<file path="src/hdl/nta_pkg.sv">
`timescale 1ns / 1ps

package nta_pkg;

   // table geometry
   localparam int ENTRIES = 16;
   localparam int IDX_W   = $clog2(ENTRIES);
   localparam int CNT_W   = $clog2(ENTRIES + 1);

   // field widths
   localparam int MAC_W      = 48;
   localparam int IP_W       = 32;
   localparam int TIME_W     = 32;
   localparam int AGE_W      = 8;
   localparam int STATUS_W   = 3;
   localparam int OUT_CNT_W  = 5;
   localparam int CSR_IDX_W  = 2;
   localparam int CSR_DATA_W = 32;

   // one stored entry: {mac, ip, last seen}
   localparam int ENTRY_W  = MAC_W + IP_W + TIME_W;
   localparam int SEEN_LSB = 0;
   localparam int IP_LSB   = TIME_W;
   localparam int MAC_LSB  = TIME_W + IP_W;

   // reset values of the aging registers
   localparam logic [AGE_W-1:0] AGE_LIMIT_RESET      = 8'd30;
   localparam logic [AGE_W-1:0] SWEEP_INTERVAL_RESET = 8'd5;

   // control register indexes
   localparam logic [CSR_IDX_W-1:0] CSR_OWN_IP         = 2'd0;
   localparam logic [CSR_IDX_W-1:0] CSR_OWN_SUBNET     = 2'd1;
   localparam logic [CSR_IDX_W-1:0] CSR_AGE_LIMIT      = 2'd2;
   localparam logic [CSR_IDX_W-1:0] CSR_SWEEP_INTERVAL = 2'd3;

   // result status codes
   typedef enum logic [STATUS_W-1:0] {
      ST_ADDED      = 3'd0,
      ST_REFRESHED  = 3'd1,
      ST_IP_CHANGED = 3'd2,
      ST_OWN_IP     = 3'd3,
      ST_FOREIGN    = 3'd4,
      ST_FULL       = 3'd5,
      ST_TICK       = 3'd6
   } status_type;

endpackage

</file>
<file path="src/hdl/nta_ram.sv">
`timescale 1ns / 1ps

module nta_ram #(
   parameter int WIDTH = 8,
   parameter int DEPTH = 16
) (
   input  logic                     clock,
   input  logic                     wr_en,
   input  logic [$clog2(DEPTH)-1:0] wr_addr,
   input  logic [WIDTH-1:0]         wr_data,
   input  logic [$clog2(DEPTH)-1:0] rd_addr,
   output logic [WIDTH-1:0]         rd_data
);

   logic [WIDTH-1:0] mem_ff [DEPTH];
   logic [WIDTH-1:0] rd_data_ff;

   // write one word, register the read word
   always_ff @(posedge clock) begin
      if (wr_en) begin
         mem_ff[wr_addr] <= wr_data;
      end
      rd_data_ff <= mem_ff[rd_addr];
   end

   assign rd_data = rd_data_ff;

endmodule

</file>
<file path="src/hdl/neighbor_table_with_aging_core.sv">
`timescale 1ns / 1ps

// Neighbor table keyed by MAC address, with aging of stale entries.
// Request channel (req_*): one word is an announcement (req_mode 0) or a
// one-second tick (req_mode 1); it is taken when req_valid is high and
// req_stall is low. Response channel (rsp_*): exactly one word per request,
// taken when rsp_valid is high and rsp_stall is low.
// Control port (csr_*): csr_ready is always high; write only while idle.
// Sequencing: an announcement, and a tick that sweeps, walks all ENTRIES
// slots of the entry RAM one read per cycle, then passes through the drain,
// decide and finish states; the finish state writes the response into the
// output register. A tick that does not sweep goes straight to the finish
// state. The single RAM read port is why the slots are read one at a time.
// req_stall stays high while a request is in progress.
// A stalled response is held in its output register; a finished request may
// be followed by a new one, but the next response waits until the held word
// is taken.
// Reset (synchronous, active high) clears all valid bits at once, the second
// counter and sweep countdown, and loads the register defaults; there is no
// clearing pass.

module neighbor_table_with_aging_core (
   input  logic                              clock,
   input  logic                              reset,
   // request channel
   input  logic                              req_valid,
   output logic                              req_stall,
   input  logic                              req_mode,
   input  logic [nta_pkg::MAC_W-1:0]         req_mac,
   input  logic [nta_pkg::IP_W-1:0]          req_ip,
   input  logic [nta_pkg::IP_W-1:0]          req_source_ip,
   input  logic [nta_pkg::IP_W-1:0]          req_subnet,
   // response channel
   output logic                              rsp_valid,
   input  logic                              rsp_stall,
   output logic [nta_pkg::STATUS_W-1:0]      rsp_status,
   output logic                              rsp_conflict,
   output logic                              rsp_mismatch,
   output logic [nta_pkg::OUT_CNT_W-1:0]     rsp_ip_users,
   output logic [nta_pkg::OUT_CNT_W-1:0]     rsp_removed_count,
   output logic [nta_pkg::OUT_CNT_W-1:0]     rsp_occupancy,
   // control port
   input  logic                              csr_valid,
   output logic                              csr_ready,
   input  logic [nta_pkg::CSR_IDX_W-1:0]     csr_index,
   input  logic [nta_pkg::CSR_DATA_W-1:0]    csr_wdata
);

   typedef enum logic [2:0] {
      S_IDLE,
      S_SCAN,
      S_DRAIN,
      S_DECIDE,
      S_FINISH
   } state_type;

   localparam logic [nta_pkg::IDX_W-1:0] LAST_IDX = nta_pkg::IDX_W'(nta_pkg::ENTRIES - 1);

   // sequencer and table state
   state_type                          state_ff, state_in;
   logic [nta_pkg::IDX_W-1:0]          idx_ff, idx_in;
   logic                               rd_vld_ff, rd_vld_in;
   logic [nta_pkg::IDX_W-1:0]          rd_idx_ff, rd_idx_in;
   logic [nta_pkg::ENTRIES-1:0]        valid_ff, valid_in;
   logic [nta_pkg::CNT_W-1:0]          occ_ff, occ_in;
   logic [nta_pkg::TIME_W-1:0]         seconds_ff, seconds_in;
   logic [nta_pkg::AGE_W-1:0]          countdown_ff, countdown_in;

   // control registers
   logic [nta_pkg::IP_W-1:0]           own_ip_ff, own_ip_in;
   logic [nta_pkg::IP_W-1:0]           own_subnet_ff, own_subnet_in;
   logic [nta_pkg::AGE_W-1:0]          age_limit_ff, age_limit_in;
   logic [nta_pkg::AGE_W-1:0]          sweep_ivl_ff, sweep_ivl_in;

   // latched request word
   logic                               tick_ff, tick_in;
   logic [nta_pkg::MAC_W-1:0]          mac_ff, mac_in;
   logic [nta_pkg::IP_W-1:0]           ip_ff, ip_in;
   logic [nta_pkg::IP_W-1:0]           sender_ff, sender_in;
   logic [nta_pkg::IP_W-1:0]           subnet_ff, subnet_in;

   // scan accumulators
   logic                               hit_ff, hit_in;
   logic [nta_pkg::IDX_W-1:0]          hit_idx_ff, hit_idx_in;
   logic                               hit_ipdiff_ff, hit_ipdiff_in;
   logic                               free_ff, free_in;
   logic [nta_pkg::IDX_W-1:0]          free_idx_ff, free_idx_in;
   logic [nta_pkg::CNT_W-1:0]          users_ff, users_in;
   logic [nta_pkg::CNT_W-1:0]          removed_ff, removed_in;

   // step result, then output register
   nta_pkg::status_type                res_status_ff, res_status_in;
   logic                               res_conflict_ff, res_conflict_in;
   logic                               res_mismatch_ff, res_mismatch_in;
   logic [nta_pkg::CNT_W-1:0]          res_users_ff, res_users_in;

   logic                               rsp_valid_ff, rsp_valid_in;
   logic [nta_pkg::STATUS_W-1:0]       rsp_status_ff, rsp_status_in;
   logic                               rsp_conflict_ff, rsp_conflict_in;
   logic                               rsp_mismatch_ff, rsp_mismatch_in;
   logic [nta_pkg::OUT_CNT_W-1:0]      rsp_users_ff, rsp_users_in;
   logic [nta_pkg::OUT_CNT_W-1:0]      rsp_removed_ff, rsp_removed_in;
   logic [nta_pkg::OUT_CNT_W-1:0]      rsp_occ_ff, rsp_occ_in;

   // entry RAM ports
   logic                               ram_we;
   logic [nta_pkg::IDX_W-1:0]          ram_waddr;
   logic [nta_pkg::ENTRY_W-1:0]        ram_wdata;
   logic [nta_pkg::ENTRY_W-1:0]        ram_rdata;

   logic [nta_pkg::MAC_W-1:0]          ent_mac;
   logic [nta_pkg::IP_W-1:0]           ent_ip;
   logic [nta_pkg::TIME_W-1:0]         ent_seen;
   logic                               ent_valid;
   logic [nta_pkg::CNT_W-1:0]          users_new;

   nta_ram #(
      .WIDTH (nta_pkg::ENTRY_W),
      .DEPTH (nta_pkg::ENTRIES)
   ) u_entry_ram (
      .clock   (clock),
      .wr_en   (ram_we),
      .wr_addr (ram_waddr),
      .wr_data (ram_wdata),
      .rd_addr (idx_ff),
      .rd_data (ram_rdata)
   );

   // split the word read back for the slot under test
   assign ent_mac   = ram_rdata[nta_pkg::MAC_LSB +: nta_pkg::MAC_W];
   assign ent_ip    = ram_rdata[nta_pkg::IP_LSB +: nta_pkg::IP_W];
   assign ent_seen  = ram_rdata[nta_pkg::SEEN_LSB +: nta_pkg::TIME_W];
   assign ent_valid = valid_ff[rd_idx_ff];

   assign ram_wdata = {mac_ff, ip_ff, seconds_ff};

   always_comb begin
      state_in        = state_ff;
      idx_in          = idx_ff;
      rd_vld_in       = 1'b0;
      rd_idx_in       = idx_ff;
      valid_in        = valid_ff;
      occ_in          = occ_ff;
      seconds_in      = seconds_ff;
      countdown_in    = countdown_ff;
      own_ip_in       = own_ip_ff;
      own_subnet_in   = own_subnet_ff;
      age_limit_in    = age_limit_ff;
      sweep_ivl_in    = sweep_ivl_ff;
      tick_in         = tick_ff;
      mac_in          = mac_ff;
      ip_in           = ip_ff;
      sender_in       = sender_ff;
      subnet_in       = subnet_ff;
      hit_in          = hit_ff;
      hit_idx_in      = hit_idx_ff;
      hit_ipdiff_in   = hit_ipdiff_ff;
      free_in         = free_ff;
      free_idx_in     = free_idx_ff;
      users_in        = users_ff;
      removed_in      = removed_ff;
      res_status_in   = res_status_ff;
      res_conflict_in = res_conflict_ff;
      res_mismatch_in = res_mismatch_ff;
      res_users_in    = res_users_ff;
      rsp_valid_in    = rsp_valid_ff;
      rsp_status_in   = rsp_status_ff;
      rsp_conflict_in = rsp_conflict_ff;
      rsp_mismatch_in = rsp_mismatch_ff;
      rsp_users_in    = rsp_users_ff;
      rsp_removed_in  = rsp_removed_ff;
      rsp_occ_in      = rsp_occ_ff;
      ram_we          = 1'b0;
      ram_waddr       = hit_ff ? hit_idx_ff : free_idx_ff;
      users_new       = users_ff;

      // take control register writes
      if (csr_valid) begin
         unique case (csr_index)
            nta_pkg::CSR_OWN_IP:         own_ip_in     = csr_wdata;
            nta_pkg::CSR_OWN_SUBNET:     own_subnet_in = csr_wdata;
            nta_pkg::CSR_AGE_LIMIT:      age_limit_in  = csr_wdata[nta_pkg::AGE_W-1:0];
            nta_pkg::CSR_SWEEP_INTERVAL: sweep_ivl_in  = csr_wdata[nta_pkg::AGE_W-1:0];
         endcase
      end

      // drop the response word once taken
      if (rsp_valid_ff && !rsp_stall) begin
         rsp_valid_in = 1'b0;
      end

      // evaluate the slot read back from the RAM
      if (rd_vld_ff) begin
         if (tick_ff) begin
            if (ent_valid && ((seconds_ff - ent_seen) > nta_pkg::TIME_W'(age_limit_ff))) begin
               valid_in[rd_idx_ff] = 1'b0;
               removed_in          = removed_ff + 1'b1;
               occ_in              = occ_ff - 1'b1;
            end
         end else if (ent_valid) begin
            if (!hit_ff && ent_mac == mac_ff) begin
               hit_in        = 1'b1;
               hit_idx_in    = rd_idx_ff;
               hit_ipdiff_in = (ent_ip != ip_ff);
            end
            if (ent_ip == ip_ff) begin
               users_in = users_ff + 1'b1;
            end
         end else if (!free_ff) begin
            free_in     = 1'b1;
            free_idx_in = rd_idx_ff;
         end
      end

      unique case (state_ff)
         S_IDLE: begin
            if (req_valid) begin
               tick_in         = req_mode;
               mac_in          = req_mac;
               ip_in           = req_ip;
               sender_in       = req_source_ip;
               subnet_in       = req_subnet;
               hit_in          = 1'b0;
               free_in         = 1'b0;
               users_in        = '0;
               removed_in      = '0;
               idx_in          = '0;
               res_status_in   = nta_pkg::ST_TICK;
               res_conflict_in = 1'b0;
               res_mismatch_in = 1'b0;
               res_users_in    = '0;
               state_in        = S_SCAN;
               if (req_mode) begin
                  seconds_in = seconds_ff + 1'b1;
                  if (countdown_ff <= 8'd1) begin
                     countdown_in = sweep_ivl_ff;
                  end else begin
                     countdown_in = countdown_ff - 1'b1;
                     state_in     = S_FINISH;
                  end
               end
            end
         end
         S_SCAN: begin
            rd_vld_in = 1'b1;
            idx_in    = nta_pkg::IDX_W'(idx_ff + 1'b1);
            if (idx_ff == LAST_IDX) begin
               state_in = S_DRAIN;
            end
         end
         S_DRAIN: begin
            state_in = S_DECIDE;
         end
         S_DECIDE: begin
            if (!tick_ff) begin
               if (subnet_ff != own_subnet_ff) begin
                  res_status_in = nta_pkg::ST_FOREIGN;
               end else if (ip_ff == own_ip_ff) begin
                  res_status_in = nta_pkg::ST_OWN_IP;
               end else if (hit_ff) begin
                  ram_we = 1'b1;
                  if (hit_ipdiff_ff) begin
                     res_status_in   = nta_pkg::ST_IP_CHANGED;
                     users_new       = users_ff + 1'b1;
                     res_conflict_in = (users_new > nta_pkg::CNT_W'(1));
                     res_mismatch_in = (ip_ff != sender_ff);
                  end else begin
                     res_status_in = nta_pkg::ST_REFRESHED;
                  end
               end else if (free_ff) begin
                  ram_we                = 1'b1;
                  valid_in[free_idx_ff] = 1'b1;
                  occ_in                = occ_ff + 1'b1;
                  res_status_in         = nta_pkg::ST_ADDED;
                  users_new             = users_ff + 1'b1;
                  res_conflict_in       = (users_new > nta_pkg::CNT_W'(1));
                  res_mismatch_in       = (ip_ff != sender_ff);
               end else begin
                  res_status_in = nta_pkg::ST_FULL;
               end
               res_users_in = users_new;
            end
            state_in = S_FINISH;
         end
         S_FINISH: begin
            // hold until the output register is free
            if (!rsp_valid_ff || !rsp_stall) begin
               rsp_valid_in    = 1'b1;
               rsp_status_in   = res_status_ff;
               rsp_conflict_in = res_conflict_ff;
               rsp_mismatch_in = res_mismatch_ff;
               rsp_users_in    = nta_pkg::OUT_CNT_W'(res_users_ff);
               rsp_removed_in  = nta_pkg::OUT_CNT_W'(removed_ff);
               rsp_occ_in      = nta_pkg::OUT_CNT_W'(occ_ff);
               state_in        = S_IDLE;
            end
         end
      endcase
   end

   always_ff @(posedge clock) begin
      if (reset) begin
         state_ff      <= S_IDLE;
         idx_ff        <= '0;
         rd_vld_ff     <= 1'b0;
         valid_ff      <= '0;
         occ_ff        <= '0;
         seconds_ff    <= '0;
         countdown_ff  <= '0;
         own_ip_ff     <= '0;
         own_subnet_ff <= '0;
         age_limit_ff  <= nta_pkg::AGE_LIMIT_RESET;
         sweep_ivl_ff  <= nta_pkg::SWEEP_INTERVAL_RESET;
         rsp_valid_ff  <= 1'b0;
      end else begin
         state_ff      <= state_in;
         idx_ff        <= idx_in;
         rd_vld_ff     <= rd_vld_in;
         valid_ff      <= valid_in;
         occ_ff        <= occ_in;
         seconds_ff    <= seconds_in;
         countdown_ff  <= countdown_in;
         own_ip_ff     <= own_ip_in;
         own_subnet_ff <= own_subnet_in;
         age_limit_ff  <= age_limit_in;
         sweep_ivl_ff  <= sweep_ivl_in;
         rsp_valid_ff  <= rsp_valid_in;
      end
      rd_idx_ff       <= rd_idx_in;
      tick_ff         <= tick_in;
      mac_ff          <= mac_in;
      ip_ff           <= ip_in;
      sender_ff       <= sender_in;
      subnet_ff       <= subnet_in;
      hit_ff          <= hit_in;
      hit_idx_ff      <= hit_idx_in;
      hit_ipdiff_ff   <= hit_ipdiff_in;
      free_ff         <= free_in;
      free_idx_ff     <= free_idx_in;
      users_ff        <= users_in;
      removed_ff      <= removed_in;
      res_status_ff   <= res_status_in;
      res_conflict_ff <= res_conflict_in;
      res_mismatch_ff <= res_mismatch_in;
      res_users_ff    <= res_users_in;
      rsp_status_ff   <= rsp_status_in;
      rsp_conflict_ff <= rsp_conflict_in;
      rsp_mismatch_ff <= rsp_mismatch_in;
      rsp_users_ff    <= rsp_users_in;
      rsp_removed_ff  <= rsp_removed_in;
      rsp_occ_ff      <= rsp_occ_in;
   end

   // drive the ports
   assign req_stall         = (state_ff != S_IDLE);
   assign csr_ready         = 1'b1;
   assign rsp_valid         = rsp_valid_ff;
   assign rsp_status        = rsp_status_ff;
   assign rsp_conflict      = rsp_conflict_ff;
   assign rsp_mismatch      = rsp_mismatch_ff;
   assign rsp_ip_users      = rsp_users_ff;
   assign rsp_removed_count = rsp_removed_ff;
   assign rsp_occupancy     = rsp_occ_ff;

`ifndef SYNTH
   // occupancy counter tracks the valid bits
   a_occ_matches_valid: assert property (@(posedge clock) disable iff (reset)
      occ_ff == nta_pkg::CNT_W'($countones(valid_ff)))
      else $error("occupancy counter out of step with valid bits");

   // a request holds off the next one
   a_busy_after_accept: assert property (@(posedge clock) disable iff (reset)
      (req_valid && !req_stall) |=> req_stall)
      else $error("request accepted while previous one in progress");

   // flags appear only on an add or an ip change
   a_flags_on_update: assert property (@(posedge clock) disable iff (reset)
      (rsp_valid && (rsp_conflict || rsp_mismatch)) |->
      (rsp_status == nta_pkg::ST_ADDED || rsp_status == nta_pkg::ST_IP_CHANGED))
      else $error("conflict or mismatch flagged outside an update");

   // removals are reported only by ticks
   a_removed_on_tick: assert property (@(posedge clock) disable iff (reset)
      (rsp_valid && rsp_status != nta_pkg::ST_TICK) |-> (rsp_removed_count == '0))
      else $error("removed count on an announcement");
`endif

endmodule

</file>
<file path="config.mk">
export PLATFORM = sky130hd
export DESIGN_NAME = neighbor_table_with_aging_core
export DESIGN_NICKNAME = d
export VERILOG_FILES = /design/src/hdl/nta_pkg.sv /design/src/hdl/nta_ram.sv /design/src/hdl/neighbor_table_with_aging_core.sv
export SDC_FILE = /design/constraint.sdc
export NUM_CORES = 2
export LEC_CHECK = 0
export BUFFER_PORTS_ARGS = -buffer_cell sky130_fd_sc_hd__buf_2
export CORE_UTILIZATION = 35
export DETAILED_ROUTE_END_ITERATION = 8
export MAX_ROUTING_LAYER = met4
export PLACE_DENSITY = 0.6
export SETUP_SLACK_MARGIN = 0.1
export SKIP_LAST_GASP = 1
export SLEW_MARGIN = 20
export SYNTH_ARGS = -nofsm -noshare
export SYNTH_HDL_FRONTEND = slang
export SYNTH_SLANG_ARGS = --single-unit
export TNS_END_PERCENT = 1
</file>
<file path="constraint.sdc">
create_clock -name clock -period 15.9 [get_ports clock]
set_input_delay 1.59 -clock clock [delete_from_list [all_inputs] [get_ports clock]]
set_output_delay 1.59 -clock clock [all_outputs]
set_load 0.05 [all_outputs]
</file>
==> flow_summary.ini <==
[outcome]
run_status = completed

[routing]
wl_per_cell_um = 26.35
vias = 42300
drc = 0
vias_per_cell = 5.289
firstDrtPassIters = 7
antenna_left = 0
routed_wl_um = 210700
drt-initial-drc-count = 3412

[finish]
fillers = 21340
drive_gt1_share_pct = 25.51
utilization_pct = 40.42
regArea_um2 = 64920
nets = 4833
multi_input_area_um2 = 20430
area_delta_synth_final_pct = 14.39
fin_cells = 7999

[synth]
synth_nets = 4519
synth_flop_cell = edfxtp_1
synth_cell_types = 77
synthArstFlopShare_pct = 0
ys_seq_area_share_pct = 75.31
ys_top_cells_by_area = edfxtp_1 69%, mux4_2 15%, dfxtp_1 6.5%
synth.cell_area_um2 = 86180
synth_top_area_cell = edfxtp_1
syn_inst = 4286
avgSynthCellArea_um2 = 20.11
yosys_register_bits = 2254
synth_top_area_share_pct = 68.85
ys_warn_count = 0
yosys.cell_count.top_type = edfxtp_1
synth_edf_count = 1976
synthTopCellsByCount = 1976 x edfxtp_1, 565 x mux4_2, 278 x dfxtp_1

[timing]
clock_skew_ns = 0.06919
rsz0062_at_grt = no
slew_headroom_pct = 27.04
period_share_pct = 37.44
setup_viol = 0
max_freq_mhz = 168.0
period_minus_slack_ns = 5.954
hold_viol = 0
tns_ns = 0
drv_slew = 0
tightestPinTransition_ns = 1.094

[die]
ios = 207
core_um2 = 243900
fp-row-count = 181
die_area_um2 = 248200
die_h_um = 498.2
initial_core_util_pct = 35.33
die_w_um = 498.2

[power_and_ir_drop]
pwr-share-seq_pct = 50.7
p_comb_share_pct = 11.0
max-vdd-ir-drop_mv = 0.1102
switching_share_pct = 23.80
p_clk_share_pct = 38.3
switching_power_w = 0.003202
power_density_nw_per_um2 = 136.5
internal_power_w = 0.01025
p_leak_nw = 30.40

[setup_path]
end_kind = register
required_ns = 16.37
arrival_ns = 6.42
worstSetupPathType = reg -> reg
cp_max_fo = 51
startpoint_type = register

[grt]
grt_usage_pct = 17.44
overflow = 0
grt_max_degree = 135
antenna_found_initial = 19
grt_first_pass_wirelength_um = 307600
grt_pass1_vias = 43490

[placed_design]
post-place-cells = 7586
io_buffers = 205
place.gp.congestion = 0.8758
dp_hpwl_um = 120500

[clock_tree]
tritoncts = done
cts-resized-gates = 0
clock_sinks = 2254
cts-root-buf = clkbuf_16
ctsHoldBuffers = 0
clk_latency_ns = 0.88
path_clk_slew_ns = 0.07
clockBufferDepth = 3
htreeDepth = 4
post_cts_buffers = 0
numCtsBuffers = 213

[run]
drv_cap = 0

[worst_hold_path]
hp-class = reg -> reg
-- sequential cells by signal, indices dropped and copies added, names as in the netlist, 8 cells and up --
register             cells
ip_ff                   32
u_entry_ram.mem_ff    1792
sender_ff               32
own_subnet_ff           32
subnet_ff               32
u_entry_ram.rd_data    112
sweep_ivl_ff             8
own_ip_ff               32
countdown_ff             8
seconds_ff              32
mac_ff                  48
age_limit_ff             8
valid_ff                16
-- final timing paths --
| check | start | to | slack, ns | cells after the start |
|---|---|---|---|---|
| hold reg to reg | res_users_ff[0]$_SDFFCE_PN0P_ | rsp_ip_users[0]$_DFFE_PP_ | 0.43 | 0 |
| setup reg to reg | subnet_ff[17]$_DFFE_PP_ | u_entry_ram.mem_ff[15][26]$_DFFE_PP_ | 9.95 | 11 |
| setup / recovery | subnet_ff[17]$_DFFE_PP_ | u_entry_ram.mem_ff[15][26]$_DFFE_PP_ | 9.95 | 11 |
| hold / removal | res_users_ff[0]$_SDFFCE_PN0P_ | rsp_ip_users[0]$_DFFE_PP_ | 0.43 | 0 |
-- through the flow --
step                      hold slack, ns  setup WS [ns]  total power [W]  instance area (um^2)
after floorplan                   0.3290          8.695         0.007961                 86180
after global placement            0.4072          10.28         0.008436                 91360
after detailed placement          0.4088          10.10         0.008446                 91360
after CTS                         0.4273          9.984          0.01358                 98530
after global routing              0.4312          9.811          0.01391                 98580
final                             0.4286          9.946          0.01345                 98580
-- layout by cell type (no fill, tap or decap), types with 21 or more instances in the layout --
cell          n
nor4_1       33
nand2_1     253
a21oi_1     147
clkinv_2     33
nand3_1      29
ha_1         48
o21ai_0      30
nor2_1      109
xnor2_1     115
inv_1        64
bufinv_16    23
dfxtp_1     274
nor3_1       21
mux4_2      565
clkbuf_1     54
nand4_1      52
xor2_1      115
buf_4        80
buf_2       204
edfxtp_1   1976
clkinv_1     37
clkbuf_16   213
-- worst max-delay path, stage by stage (launching register included) --
cell      delay (ns)
edfxtp_1        0.42
xnor2_1         0.17
nand4_1         0.17
nor4_1          0.76
nand2_1         0.41
nor4_1          0.27
buf_4           0.21
nor2b_1         0.17
nand2_1         0.25
nor2_4          0.78
buf_4           0.85
buf_4           0.87
-- area by class of cell --
| type | instances | share of cell area [%] |
|---|---|---|
| flip-flops and latches | 2254 | 65.85 |
| inverters | 65 | 0.2551 |
| multi-input cells | 1773 | 20.72 |
| clock inverters | 126 | 1.537 |
| well taps | 3202 | 4.064 |
| clock buffers | 276 | 5.738 |
| repair buffers | 293 | 1.810 |
| diodes | 10 | 0.02538 |
-- power groups by stage --
stage / clock network [W] / logic [W] / registers, W
after floorplan: 0 / 0.00106 / 0.00690
after global placement: 0 / 0.00148 / 0.00695
after detailed placement: 0 / 0.00148 / 0.00696
after CTS: 0.00525 / 0.00149 / 0.00684
after global routing: 0.00547 / 0.00160 / 0.00684
final: 0.00515 / 0.00148 / 0.00682
-- per-layer routing --
metal,vias to the layer above,global-route usage (%),wire length [um]
met5,-,-,0
met4,0,4.936,5896
met3,282,2.582,10260
met2,1290,28.86,106700
met1,22710,22.32,87910
li1,18020,-,-
-- cells by family after synthesis --
family / synth area share, %
compound gates: 2.201
xor+xnor: 2.337
fa+ha+maj: 0.7201
buf+inv: 1.160
flops: 75.31
mux: 14.90
other cells: 0.004351
simple gates: 3.370
(Power assumes the default switching activity.)
